File: src/design/thsa_pkg.sv
`timescale 1ns / 1ps
`default_nettype none
// ----------------------------------------------------------------------------
// Thermocouple sample averager package
// Field layout of the converter word, result widths, fallbacks and the
// sequencer state type.
// ----------------------------------------------------------------------------
package thsa_pkg;

    localparam int WORD_W    = 32;
    localparam int TC_W      = 14;
    localparam int TC_LSB    = 18;
    localparam int CJ_W      = 12;
    localparam int CJ_LSB    = 4;
    localparam int FAULT_W   = 3;
    localparam int FRAC_SHIFT = 4;
    localparam int THERMO_W  = 19;
    localparam int JUNC_W    = 17;
    localparam int SHOW_W    = 16;

    localparam logic [WORD_W-1:0]   RESERVED_MASK   = 32'h0002_0008;
    localparam logic [THERMO_W-1:0] THERMO_FALLBACK = 19'd128000;
    localparam logic [JUNC_W-1:0]   JUNC_FALLBACK   = 17'd32768;

    localparam logic CMD_STORE   = 1'b0;
    localparam logic CMD_AVERAGE = 1'b1;

    typedef enum logic [2:0] {
        ST_IDLE,
        ST_WALK,
        ST_PREP,
        ST_DIV_T,
        ST_FIN_T,
        ST_DIV_J,
        ST_FIN_J,
        ST_EMIT
    } state_t;

endpackage
`default_nettype wire

File: src/design/thermocouple_sample_averager_unit.sv
`timescale 1ns / 1ps
`default_nettype none
// ----------------------------------------------------------------------------
// Thermocouple sample averager
// Stores converter words in a ring and averages the fault-free entries.
// ----------------------------------------------------------------------------
// A store word goes through the emit state into the output register. An average
// word walks the ring one entry a cycle, then runs a shared restoring divider
// one quotient bit a cycle, first for the thermocouple sum, then for the
// junction sum; when no entry is fault-free the divider is skipped and the
// fallback values are reported. in_ready is low while a word is in progress;
// the result sits in an output register until taken.
module thermocouple_sample_averager_unit #(
    parameter int SAMPLE_DEPTH = 8,
    parameter int COUNT_WIDTH  = 16
) (
    input  wire                                   clk,
    input  wire                                   rst_n,
    input  wire                                   in_valid,
    output logic                                  in_ready,
    input  wire                                   cmd,
    input  wire [thsa_pkg::WORD_W-1:0]            raw_word,
    output logic                                  out_valid,
    input  wire                                   out_ready,
    output logic                                  sample_rejected,
    output logic                                  average_valid,
    output logic [thsa_pkg::FAULT_W-1:0]          fault_flags,
    output logic signed [thsa_pkg::THERMO_W-1:0]  thermo_average,
    output logic signed [thsa_pkg::JUNC_W-1:0]    junction_average,
    output logic [thsa_pkg::SHOW_W-1:0]           rejected_count,
    output logic [thsa_pkg::SHOW_W-1:0]           faulty_count,
    output logic [thsa_pkg::SHOW_W-1:0]           failed_average_count
);

    localparam int IDX_W  = $clog2(SAMPLE_DEPTH);
    localparam int CNT_W  = $clog2(SAMPLE_DEPTH + 1);
    localparam int TS_W   = thsa_pkg::TC_W + CNT_W;
    localparam int JS_W   = thsa_pkg::CJ_W + CNT_W;
    localparam int DV_W   = TS_W + thsa_pkg::FRAC_SHIFT;
    localparam int STEP_W = $clog2(DV_W);
    localparam int CE_W   = (COUNT_WIDTH > thsa_pkg::SHOW_W) ? COUNT_WIDTH : thsa_pkg::SHOW_W;

    thsa_pkg::state_t state_reg, state_next;

    logic [thsa_pkg::WORD_W-1:0] ring_word_reg [SAMPLE_DEPTH];
    logic [SAMPLE_DEPTH-1:0]     ring_rej_reg;
    logic [IDX_W-1:0]            wr_idx_reg;

    logic [COUNT_WIDTH-1:0] rej_cnt_reg;
    logic [COUNT_WIDTH-1:0] flt_cnt_reg;
    logic [COUNT_WIDTH-1:0] fail_cnt_reg;

    logic                          last_valid_reg;
    logic [thsa_pkg::FAULT_W-1:0]  last_flags_reg;
    logic [thsa_pkg::THERMO_W-1:0] last_thermo_reg;
    logic [thsa_pkg::JUNC_W-1:0]   last_junc_reg;
    logic                          rej_reg;

    logic [IDX_W-1:0]             walk_idx_reg;
    logic signed [TS_W-1:0]       tsum_reg;
    logic signed [JS_W-1:0]       jsum_reg;
    logic [CNT_W-1:0]             n_reg;
    logic [thsa_pkg::FAULT_W-1:0] flags_reg;

    logic [DV_W-1:0]   div_q_reg;
    logic [CNT_W-1:0]  div_r_reg;
    logic [STEP_W-1:0] step_reg;
    logic              neg_reg;

    logic                          out_valid_reg;
    logic                          o_rej_reg;
    logic                          o_avg_valid_reg;
    logic [thsa_pkg::FAULT_W-1:0]  o_flags_reg;
    logic [thsa_pkg::THERMO_W-1:0] o_thermo_reg;
    logic [thsa_pkg::JUNC_W-1:0]   o_junc_reg;
    logic [thsa_pkg::SHOW_W-1:0]   o_rej_cnt_reg;
    logic [thsa_pkg::SHOW_W-1:0]   o_flt_cnt_reg;
    logic [thsa_pkg::SHOW_W-1:0]   o_fail_cnt_reg;

    logic in_accept;
    logic emit_load;
    logic walk_last;
    logic div_last;

    logic                          in_rej;
    logic                          in_faulty;
    logic [thsa_pkg::WORD_W-1:0]   ent_word;
    logic                          ent_rej;
    logic                          ent_take;
    logic [TS_W-1:0]               t_add;
    logic [JS_W-1:0]               j_add;
    logic [TS_W-1:0]               t_mag;
    logic [JS_W-1:0]               j_mag;
    logic [DV_W-1:0]               t_dvd;
    logic [DV_W-1:0]               j_dvd;
    logic [CNT_W:0]                r_shift;
    logic [CNT_W:0]                r_diff;
    logic                          r_ge;
    logic [CNT_W-1:0]              r_next;
    logic [DV_W-1:0]               q_next;
    logic [DV_W-1:0]               q_signed;

    function automatic logic [COUNT_WIDTH-1:0] sat_inc(input logic [COUNT_WIDTH-1:0] c);
        sat_inc = (c == {COUNT_WIDTH{1'b1}}) ? c : c + 1'b1;
    endfunction

    function automatic logic [thsa_pkg::SHOW_W-1:0] show_count(
        input logic [COUNT_WIDTH-1:0] c
    );
        logic [CE_W-1:0] e;
        e = CE_W'(c);
        show_count = (e > CE_W'({thsa_pkg::SHOW_W{1'b1}})) ? {thsa_pkg::SHOW_W{1'b1}}
                                                           : e[thsa_pkg::SHOW_W-1:0];
    endfunction

    assign in_ready  = (state_reg == thsa_pkg::ST_IDLE);
    assign in_accept = in_valid && in_ready;
    assign walk_last = (walk_idx_reg == IDX_W'(SAMPLE_DEPTH - 1));
    assign div_last  = (step_reg == '0);

    assign in_rej    = |(raw_word & thsa_pkg::RESERVED_MASK);
    assign in_faulty = !in_rej && (raw_word[thsa_pkg::FAULT_W-1:0] != '0);

    assign ent_word = ring_word_reg[walk_idx_reg];
    assign ent_rej  = ring_rej_reg[walk_idx_reg];
    assign ent_take = !ent_rej && (ent_word[thsa_pkg::FAULT_W-1:0] == '0);
    assign t_add = {{(TS_W - thsa_pkg::TC_W){ent_word[thsa_pkg::WORD_W-1]}},
                    ent_word[thsa_pkg::TC_LSB +: thsa_pkg::TC_W]};
    assign j_add = {{(JS_W - thsa_pkg::CJ_W){ent_word[thsa_pkg::CJ_LSB + thsa_pkg::CJ_W - 1]}},
                    ent_word[thsa_pkg::CJ_LSB +: thsa_pkg::CJ_W]};

    // magnitudes of the sums, scaled by 16 for the finer output units
    assign t_mag = tsum_reg[TS_W-1] ? (~tsum_reg + 1'b1) : tsum_reg;
    assign j_mag = jsum_reg[JS_W-1] ? (~jsum_reg + 1'b1) : jsum_reg;
    assign t_dvd = {t_mag, {thsa_pkg::FRAC_SHIFT{1'b0}}};
    assign j_dvd = {{(DV_W - JS_W - thsa_pkg::FRAC_SHIFT){1'b0}}, j_mag,
                    {thsa_pkg::FRAC_SHIFT{1'b0}}};

    // restoring divider, one quotient bit a cycle
    assign r_shift  = {div_r_reg, div_q_reg[DV_W-1]};
    assign r_diff   = r_shift - {1'b0, n_reg};
    assign r_ge     = (r_shift >= {1'b0, n_reg});
    assign r_next   = r_ge ? r_diff[CNT_W-1:0] : r_shift[CNT_W-1:0];
    assign q_next   = {div_q_reg[DV_W-2:0], r_ge};
    assign q_signed = neg_reg ? (~div_q_reg + 1'b1) : div_q_reg;

    always_comb
    begin
        state_next = state_reg;
        emit_load  = 1'b0;
        unique case (state_reg)
            thsa_pkg::ST_IDLE:
            begin
                if (in_accept)
                begin
                    state_next = (cmd == thsa_pkg::CMD_AVERAGE) ? thsa_pkg::ST_WALK
                                                                : thsa_pkg::ST_EMIT;
                end
            end
            thsa_pkg::ST_WALK:
            begin
                if (walk_last)
                begin
                    state_next = thsa_pkg::ST_PREP;
                end
            end
            thsa_pkg::ST_PREP:
            begin
                state_next = (n_reg == '0) ? thsa_pkg::ST_EMIT : thsa_pkg::ST_DIV_T;
            end
            thsa_pkg::ST_DIV_T:
            begin
                if (div_last)
                begin
                    state_next = thsa_pkg::ST_FIN_T;
                end
            end
            thsa_pkg::ST_FIN_T:
            begin
                state_next = thsa_pkg::ST_DIV_J;
            end
            thsa_pkg::ST_DIV_J:
            begin
                if (div_last)
                begin
                    state_next = thsa_pkg::ST_FIN_J;
                end
            end
            thsa_pkg::ST_FIN_J:
            begin
                state_next = thsa_pkg::ST_EMIT;
            end
            thsa_pkg::ST_EMIT:
            begin
                if (!out_valid_reg || out_ready)
                begin
                    emit_load  = 1'b1;
                    state_next = thsa_pkg::ST_IDLE;
                end
            end
            default:
            begin
                state_next = thsa_pkg::ST_IDLE;
            end
        endcase
    end

    always_ff @(posedge clk or negedge rst_n)
    begin
        if (!rst_n)
        begin
            state_reg <= thsa_pkg::ST_IDLE;
        end
        else
        begin
            state_reg <= state_next;
        end
    end

    // ring, totals and last average
    always_ff @(posedge clk or negedge rst_n)
    begin
        if (!rst_n)
        begin
            for (int i = 0; i < SAMPLE_DEPTH; i++)
            begin
                ring_word_reg[i] <= '0;
            end
            ring_rej_reg    <= '0;
            wr_idx_reg      <= '0;
            rej_cnt_reg     <= '0;
            flt_cnt_reg     <= '0;
            fail_cnt_reg    <= '0;
            last_valid_reg  <= 1'b0;
            last_flags_reg  <= '0;
            last_thermo_reg <= '0;
            last_junc_reg   <= '0;
            rej_reg         <= 1'b0;
        end
        else
        begin
            if (in_accept)
            begin
                if (cmd == thsa_pkg::CMD_STORE)
                begin
                    ring_word_reg[wr_idx_reg] <= raw_word;
                    ring_rej_reg[wr_idx_reg]  <= in_rej;
                    rej_reg                   <= in_rej;
                    wr_idx_reg <= (wr_idx_reg == IDX_W'(SAMPLE_DEPTH - 1)) ? '0
                                                                          : wr_idx_reg + 1'b1;
                    if (in_rej)
                    begin
                        rej_cnt_reg <= sat_inc(rej_cnt_reg);
                    end
                    if (in_faulty)
                    begin
                        flt_cnt_reg <= sat_inc(flt_cnt_reg);
                    end
                end
                else
                begin
                    rej_reg <= 1'b0;
                end
            end
            if ((state_reg == thsa_pkg::ST_PREP) && (n_reg == '0))
            begin
                last_valid_reg  <= 1'b0;
                last_flags_reg  <= flags_reg;
                last_thermo_reg <= thsa_pkg::THERMO_FALLBACK;
                last_junc_reg   <= thsa_pkg::JUNC_FALLBACK;
                fail_cnt_reg    <= sat_inc(fail_cnt_reg);
            end
            if (state_reg == thsa_pkg::ST_FIN_T)
            begin
                last_thermo_reg <= q_signed[thsa_pkg::THERMO_W-1:0];
            end
            if (state_reg == thsa_pkg::ST_FIN_J)
            begin
                last_valid_reg <= 1'b1;
                last_flags_reg <= '0;
                last_junc_reg  <= q_signed[thsa_pkg::JUNC_W-1:0];
            end
        end
    end

    // walk accumulators and divider
    always_ff @(posedge clk)
    begin
        if (in_accept)
        begin
            walk_idx_reg <= '0;
            tsum_reg     <= '0;
            jsum_reg     <= '0;
            n_reg        <= '0;
            flags_reg    <= '0;
        end
        unique case (state_reg)
            thsa_pkg::ST_WALK:
            begin
                walk_idx_reg <= walk_idx_reg + 1'b1;
                if (!ent_rej)
                begin
                    flags_reg <= flags_reg | ent_word[thsa_pkg::FAULT_W-1:0];
                end
                if (ent_take)
                begin
                    tsum_reg <= tsum_reg + $signed(t_add);
                    jsum_reg <= jsum_reg + $signed(j_add);
                    n_reg    <= n_reg + 1'b1;
                end
            end
            thsa_pkg::ST_PREP:
            begin
                div_q_reg <= t_dvd;
                div_r_reg <= '0;
                neg_reg   <= tsum_reg[TS_W-1];
                step_reg  <= STEP_W'(DV_W - 1);
            end
            thsa_pkg::ST_FIN_T:
            begin
                div_q_reg <= j_dvd;
                div_r_reg <= '0;
                neg_reg   <= jsum_reg[JS_W-1];
                step_reg  <= STEP_W'(DV_W - 1);
            end
            thsa_pkg::ST_DIV_T, thsa_pkg::ST_DIV_J:
            begin
                div_q_reg <= q_next;
                div_r_reg <= r_next;
                step_reg  <= step_reg - 1'b1;
            end
            default:
            begin
            end
        endcase
    end

    // output word
    always_ff @(posedge clk or negedge rst_n)
    begin
        if (!rst_n)
        begin
            out_valid_reg <= 1'b0;
        end
        else if (emit_load)
        begin
            out_valid_reg <= 1'b1;
        end
        else if (out_ready)
        begin
            out_valid_reg <= 1'b0;
        end
    end

    always_ff @(posedge clk)
    begin
        if (emit_load)
        begin
            o_rej_reg       <= rej_reg;
            o_avg_valid_reg <= last_valid_reg;
            o_flags_reg     <= last_flags_reg;
            o_thermo_reg    <= last_thermo_reg;
            o_junc_reg      <= last_junc_reg;
            o_rej_cnt_reg   <= show_count(rej_cnt_reg);
            o_flt_cnt_reg   <= show_count(flt_cnt_reg);
            o_fail_cnt_reg  <= show_count(fail_cnt_reg);
        end
    end

    assign out_valid            = out_valid_reg;
    assign sample_rejected      = o_rej_reg;
    assign average_valid        = o_avg_valid_reg;
    assign fault_flags          = o_flags_reg;
    assign thermo_average       = $signed(o_thermo_reg);
    assign junction_average     = $signed(o_junc_reg);
    assign rejected_count       = o_rej_cnt_reg;
    assign faulty_count         = o_flt_cnt_reg;
    assign failed_average_count = o_fail_cnt_reg;

    a_valid_no_flags: assert property (@(posedge clk) disable iff (!rst_n)
        out_valid && average_valid |-> fault_flags == '0)
        else $error("valid average reported with fault flags");

    a_rem_bound: assert property (@(posedge clk) disable iff (!rst_n)
        (state_reg == thsa_pkg::ST_DIV_T || state_reg == thsa_pkg::ST_DIV_J)
        |-> div_r_reg < n_reg)
        else $error("divider remainder not below divisor");

    a_avg_walks: assert property (@(posedge clk) disable iff (!rst_n)
        in_accept && (cmd == thsa_pkg::CMD_AVERAGE) |=> state_reg == thsa_pkg::ST_WALK)
        else $error("average word did not start the ring walk");

    a_rej_counted: assert property (@(posedge clk) disable iff (!rst_n)
        out_valid && sample_rejected |-> rejected_count != '0)
        else $error("rejected word without a rejected count");

endmodule
`default_nettype wire
File: config.mk
export PLATFORM = sky130hd
export DESIGN_NAME = thermocouple_sample_averager_unit
export DESIGN_NICKNAME = d
export VERILOG_FILES = /design/src/design/thsa_pkg.sv /design/src/design/thermocouple_sample_averager_unit.sv
export SDC_FILE = /design/constraint.sdc
export NUM_CORES = 1
export LEC_CHECK = 0
export BUFFER_PORTS_ARGS = -buffer_cell sky130_fd_sc_hd__buf_4
export CORE_UTILIZATION = 45
export DETAILED_ROUTE_END_ITERATION = 6
export GPL_TIMING_DRIVEN = 0
export PLACE_DENSITY = 0.71
export SETUP_SLACK_MARGIN = 0.05
export SLEW_MARGIN = 20
export SYNTH_ARGS = -nofsm -noshare
export SYNTH_HDL_FRONTEND = slang
export SYNTH_SLANG_ARGS = --single-unit
export TNS_END_PERCENT = 1
File: constraint.sdc
create_clock -name clk -period 7 [get_ports clk]
set_clock_uncertainty 0.1 [all_clocks]
set_input_delay 1.4 -clock clk [delete_from_list [all_inputs] [get_ports clk]]
set_output_delay 1.4 -clock clk [all_outputs]
set_load 0.02 [all_outputs]
Word-level counts from Yosys, hierarchy flattened
Index checks and enable logic that the tools add are counted.

Flip-flop bits (word level): 525. Input port bits: 37. Output and inout bits: 91.

Bitwise operators: 10. Equal/unequal tests: 17. $lt $le $gt $ge: 10. Add/subtract/negate cells: 13. Mux-type cells: 55. Reductions and logical operators: 30.

Operator list (count): $bwmux W256 (1); $bmux W32 S3 (1); $demux W32 S3 (1); $mux W32 (3); $mux W18 (4); $pmux W22 S3 (1); $add A16 B1 Y16 const B (4); $mux W16 (4); $mux W19 (3); $eq A16 B16 Y1 const B (3); $gt A16 B16 Y1 const B (3); $mux W3 (15); $mux W17 (2); $pmux W3 S8 (1); $add A19 B1 Y19 const B (1); $not A19 Y19 (1); $add A18 B1 Y18 const B (1); $add A18 B14 Y18 (1); $eq A3 B3 Y1 const B (6); $not A18 Y18 (1); $add A16 B12 Y16 (1); $mux W4 (4); $not A16 Y16 (1); $reduce_bool A2 Y1 (6); 34 further kinds (66).

Longest topological paths before layout
Word-level depth: 8. Gate-level depth with buffers: 15. Depth with buffers taken out: 12.

Worst setup path after synthesis
OpenSTA, ideal clock, no wires.

Path type: input to register. From: input out_ready. To: register o_avg_valid_reg, in the netlist average_valid (enable). Setup time: 0.547 ns. Arrival: 5.475 ns. Cell stages on the path: 2. Slack: 0.878 ns. Required time: 6.353 ns. Path through: nand2b_1 > nor2b_1.

Cells in the longest elaborated chain, start to end: 3.

Ends and longest elaborated chain: start, declared (RTL line thermocouple_sample_averager_unit.sv:24) `input wire out_ready,`; $logic_or A1 B1 Y1 (RTL line thermocouple_sample_averager_unit.sv:195) `if (!out_valid_reg || out_ready)`; $mux W1 (RTL line thermocouple_sample_averager_unit.sv:195); $mux W1 (RTL line thermocouple_sample_averager_unit.sv:151) `unique case (state_reg)`; net emit_load (RTL line thermocouple_sample_averager_unit.sv:81) `logic emit_load;`; end signal, assigned (RTL line thermocouple_sample_averager_unit.sv:360) `o_avg_valid_reg <= last_valid_reg;`; end, declared (RTL line thermocouple_sample_averager_unit.sv:72) `logic o_avg_valid_reg;`.

The timed path passes the listed nets, and every way through them passes these cells. A chain may end at the register's enable or synchronous reset.

Worst setup path after layout
From: register walk_idx_reg[1]. To: register tsum_reg[15].

Cells in the longest elaborated chain, start to end: 8. Elaborated cells between the ends (all ways): 12. Classes of those cells: add/sub: 1; mux: 7; bitwise: 1; reduce/logical: 3.

Ends and longest elaborated chain: start, declared (RTL line thermocouple_sample_averager_unit.sv:59) `logic [IDX_W-1:0] walk_idx_reg;`; start signal, assigned (RTL line thermocouple_sample_averager_unit.sv:300) `walk_idx_reg <= walk_idx_reg + 1'b1;`; parallel branches: the longest is 6 deep, another holds $add A18 B14 Y18; $mux W18 (*) (RTL line thermocouple_sample_averager_unit.sv:305) `if (ent_take)`; $mux W18 (*) (RTL line thermocouple_sample_averager_unit.sv:297) `unique case (state_reg)`; end signal, assigned (RTL line thermocouple_sample_averager_unit.sv:307) `tsum_reg <= tsum_reg + $signed(t_add);`; end, declared (RTL line thermocouple_sample_averager_unit.sv:60) `logic signed [TS_W-1:0] tsum_reg;`.

Mark *: on every way between the ends. The select of a mux whose other input is x is not followed.

==> metrics <==
Sw Ratio 0.204; worst-path maximum fanout 10; Slew Limit Fails 0; Req. time, crit path approximately 7.4 ns; WP buf/inv 4; Setup CP Type reg2reg; CTS Buf Count 50; DRC viols 0; clk root buf clkbuf_16; Vias/cell 5.53; cell family with most CP delay buffers and inverters; CTS tree built; Row Count between 80 and 90; H-tree levels 2; Die Area 51900 µm²; Cell variety after synth 62; crit end category register; clock share of power 0.464; Arr. time, crit path 6.04 ns; Vias 14700; Max VDD drop roughly 0.00021 V; grt ovf 0; Clock Sinks 501; Synth Register Bits approximately 500; # IOs 128; Synth Warn # 0; Slew Limit Headroom 0.319; hold_ws 0.350 ns; nets 2036; IO buf count 126; DR pass1 iterations 5; logic gate share of total power 0.014; fillers 4197; switching power approximately 0.0012 W; Slew @ Worst Pin roughly 1 ns; Die Wd between 200 and 250 µm; Power Internal 0.00454 W; Detailed Route WL 51000 µm; area occupied by multi-input gates about 9600 µm²; core area roughly 50000 µm²; Tot Pwr 0.00571 W; Post-synth EDFFs 124; register area 13000 µm²; antenna violations before repair 1; 1st-iter DRT viols 1016; ys flop type dfrtp_1; Post-Synthesis Cells ~1800; RSZ-0062 raised after global routing false; post-DP HPWL about 36000 µm; Synth area leaders dfrtp_1, edfxtp_1, mux2_2, mux4_2, dfxtp_1; Mean Syn Cell Area roughly 13 µm²; largest net degree at the start of global routing 100; global-route wire length before repair roughly 83000 µm; gpl congestion 0.876; WL/cell 19.2 µm; max reg flops approximately 230; CP max stage delay 0.76 ns; largest area contributor in the netlist dfrtp_1; startpoint types register; static leakage 12.1 nW; final setup fails 0; post-synth top area share 0.366; Mapped Nets 1852; post-layout min period 5.66 ns; period utilisation layout 0.808; Max Freq 177 MHz; Critical-path top delay cell clkbuf_1; sequential power share 0.522; vias in the first global route 15000; Maximum Capacitance Violations 0; status complete, no violations; share of layout cells above drive strength 1 0.277; pwr dens 215 nW/µm²; chip height 228 µm; Clock Pin Slew Worst Setup and Hold Paths roughly 0.07 ns; Synth Cell Area 23000 µm²; worst-skew pair later-pin latency roughly 0.6 ns; antenna-violating nets left 0; synth cell count leaders dfrtp_1, mux2_2, nand2_1; CTS resizes 0; clock buffer depth 3; Antenna Cells 0; Hold Path Class reg2reg; Critical Path, Cell by Cell buf_2 -> buf_2 -> buf_1 -> clkbuf_1 -> mux4_2 -> mux2_2 -> ha_1 -> nand2_1 -> nand3_1 -> o21ai_0 -> nor2_1 -> o41ai_1 -> nor4_1 -> o41ai_1; most common cell in the synthesized netlist dfrtp_1; Initial Util 0.457; Post-CTS Setup Repair Bufs 0; Final Hold Fails 0; Total GRT Usage 0.200; hold buffer count at cts 0; sequential fraction of the synthesis area 0.564; Synth-to-Final Area Change 15.6%; Async SR Flop Fraction 0.671
-- final timing paths --
path | start | end | slack [ns] | cells after the start
hold / removal | last_junc_reg[11]$_DFFE_PN0P_ | junction_average[11]$_DFFE_PP_ | 0.35 | 0
min in group asynchronous | rst_n | ring_word_reg[108]$_DFFE_PN0P_ | 0.67 | 1
setup / recovery | walk_idx_reg[1]$_SDFFCE_PN0P_ | tsum_reg[15]$_DFF_P_ | 1.34 | 14
hold reg to reg | last_junc_reg[11]$_DFFE_PN0P_ | junction_average[11]$_DFFE_PP_ | 0.35 | 0
max in group asynchronous | rst_n | flt_cnt_reg[4]$_DFFE_PN0P_ | 4.74 | 3
setup reg to reg | walk_idx_reg[1]$_SDFFCE_PN0P_ | tsum_reg[15]$_DFF_P_ | 1.34 | 14
-- placed cells by master, fill, tap and decap left out, types with 20 or more instances in the layout --
cell / netlist / final
xnor2_1: 43 / 43
a21oi_1: 46 / 46
nor3_1: 20 / 20
o21ai_0: 112 / 112
buf_4: 1 / 126
mux2_2: 260 / 260
nor2_1: 70 / 70
inv_1: 35 / 35
nand3_1: 80 / 80
dfrtp_1: 336 / 336
clkbuf_1: 48 / 63
ha_1: 54 / 54
xor2_1: 72 / 72
clkbuf_16: 0 / 52
nand2_1: 125 / 125
mux4_2: 60 / 60
edfxtp_1: 124 / 124
dfxtp_1: 41 / 41
-- worst register-to-register path, cell delays in order (launching register included) --
cell	delay, ns
edfxtp_1	0.37
buf_2	0.27
buf_2	0.35
buf_1	0.59
clkbuf_1	0.76
mux4_2	0.42
mux2_2	0.29
ha_1	0.34
nand2_1	0.14
nand3_1	0.14
o21ai_0	0.48
nor2_1	0.14
o41ai_1	0.70
nor4_1	0.13
o41ai_1	0.35
-- power by group through the flow --
stage	clock network (W)	registers, W	logic (W)
6_report	0.00265	0.00298	0.0000779
5_1_grt	0.00281	0.00298	0.0000899
4_1_cts	0.00270	0.00298	0.0000810
3_5_place_dp	0	0.00304	0.0000807
3_3_place_gp	0	0.00304	0.0000710
2_1_floorplan	0	0.00304	0.00000252
-- stage by stage --
step	TNS, ns	utilization	std cells	instance area (µm²)	worst slack, ns
6_report	0	0.528	2655	26500	1.34
4_1_cts	0	0.528	2655	26500	1.42
2_1_floorplan	0	-	1758	23000	0.878
3_3_place_gp	-59.77	0.492	2556	24700	-0.677
5_1_grt	0	0.528	2655	26500	1.04
3_5_place_dp	0	0.495	2562	24900	1.47
-- cell type report --
class	count	area share
Multi-Input combinational cell	1146	0.361
Tap cell	672	0.0317
Sequential cell	501	0.488
Timing Repair Buffer	132	0.0413
Clock buffer	73	0.0543
Inverter	35	0.00495
Clock inverter	20	0.00740
Buffer	76	0.0113
-- routing by layer --
layer | vias to the layer above | global-route usage | routed length (µm)
li1 | 6875 | - | -
met1 | 7412 | 0.275 | 23200
met2 | 334 | 0.321 | 24100
met3 | 66 | 0.0364 | 2600
met4 | 2 | 0.0640 | 1160
met5 | - | 0 | 13
-- logic make-up after synthesis --
kind of cell | Yosys count | synth area share
compound gates | 259 | 0.0694
xor+xnor | 115 | 0.0439
fa+ha+maj | 57 | 0.0320
buf+inv | 111 | 0.0186
flops | 501 | 0.564
mux | 332 | 0.192
simple gates | 383 | 0.0801
(Power assumes the default switching activity.)
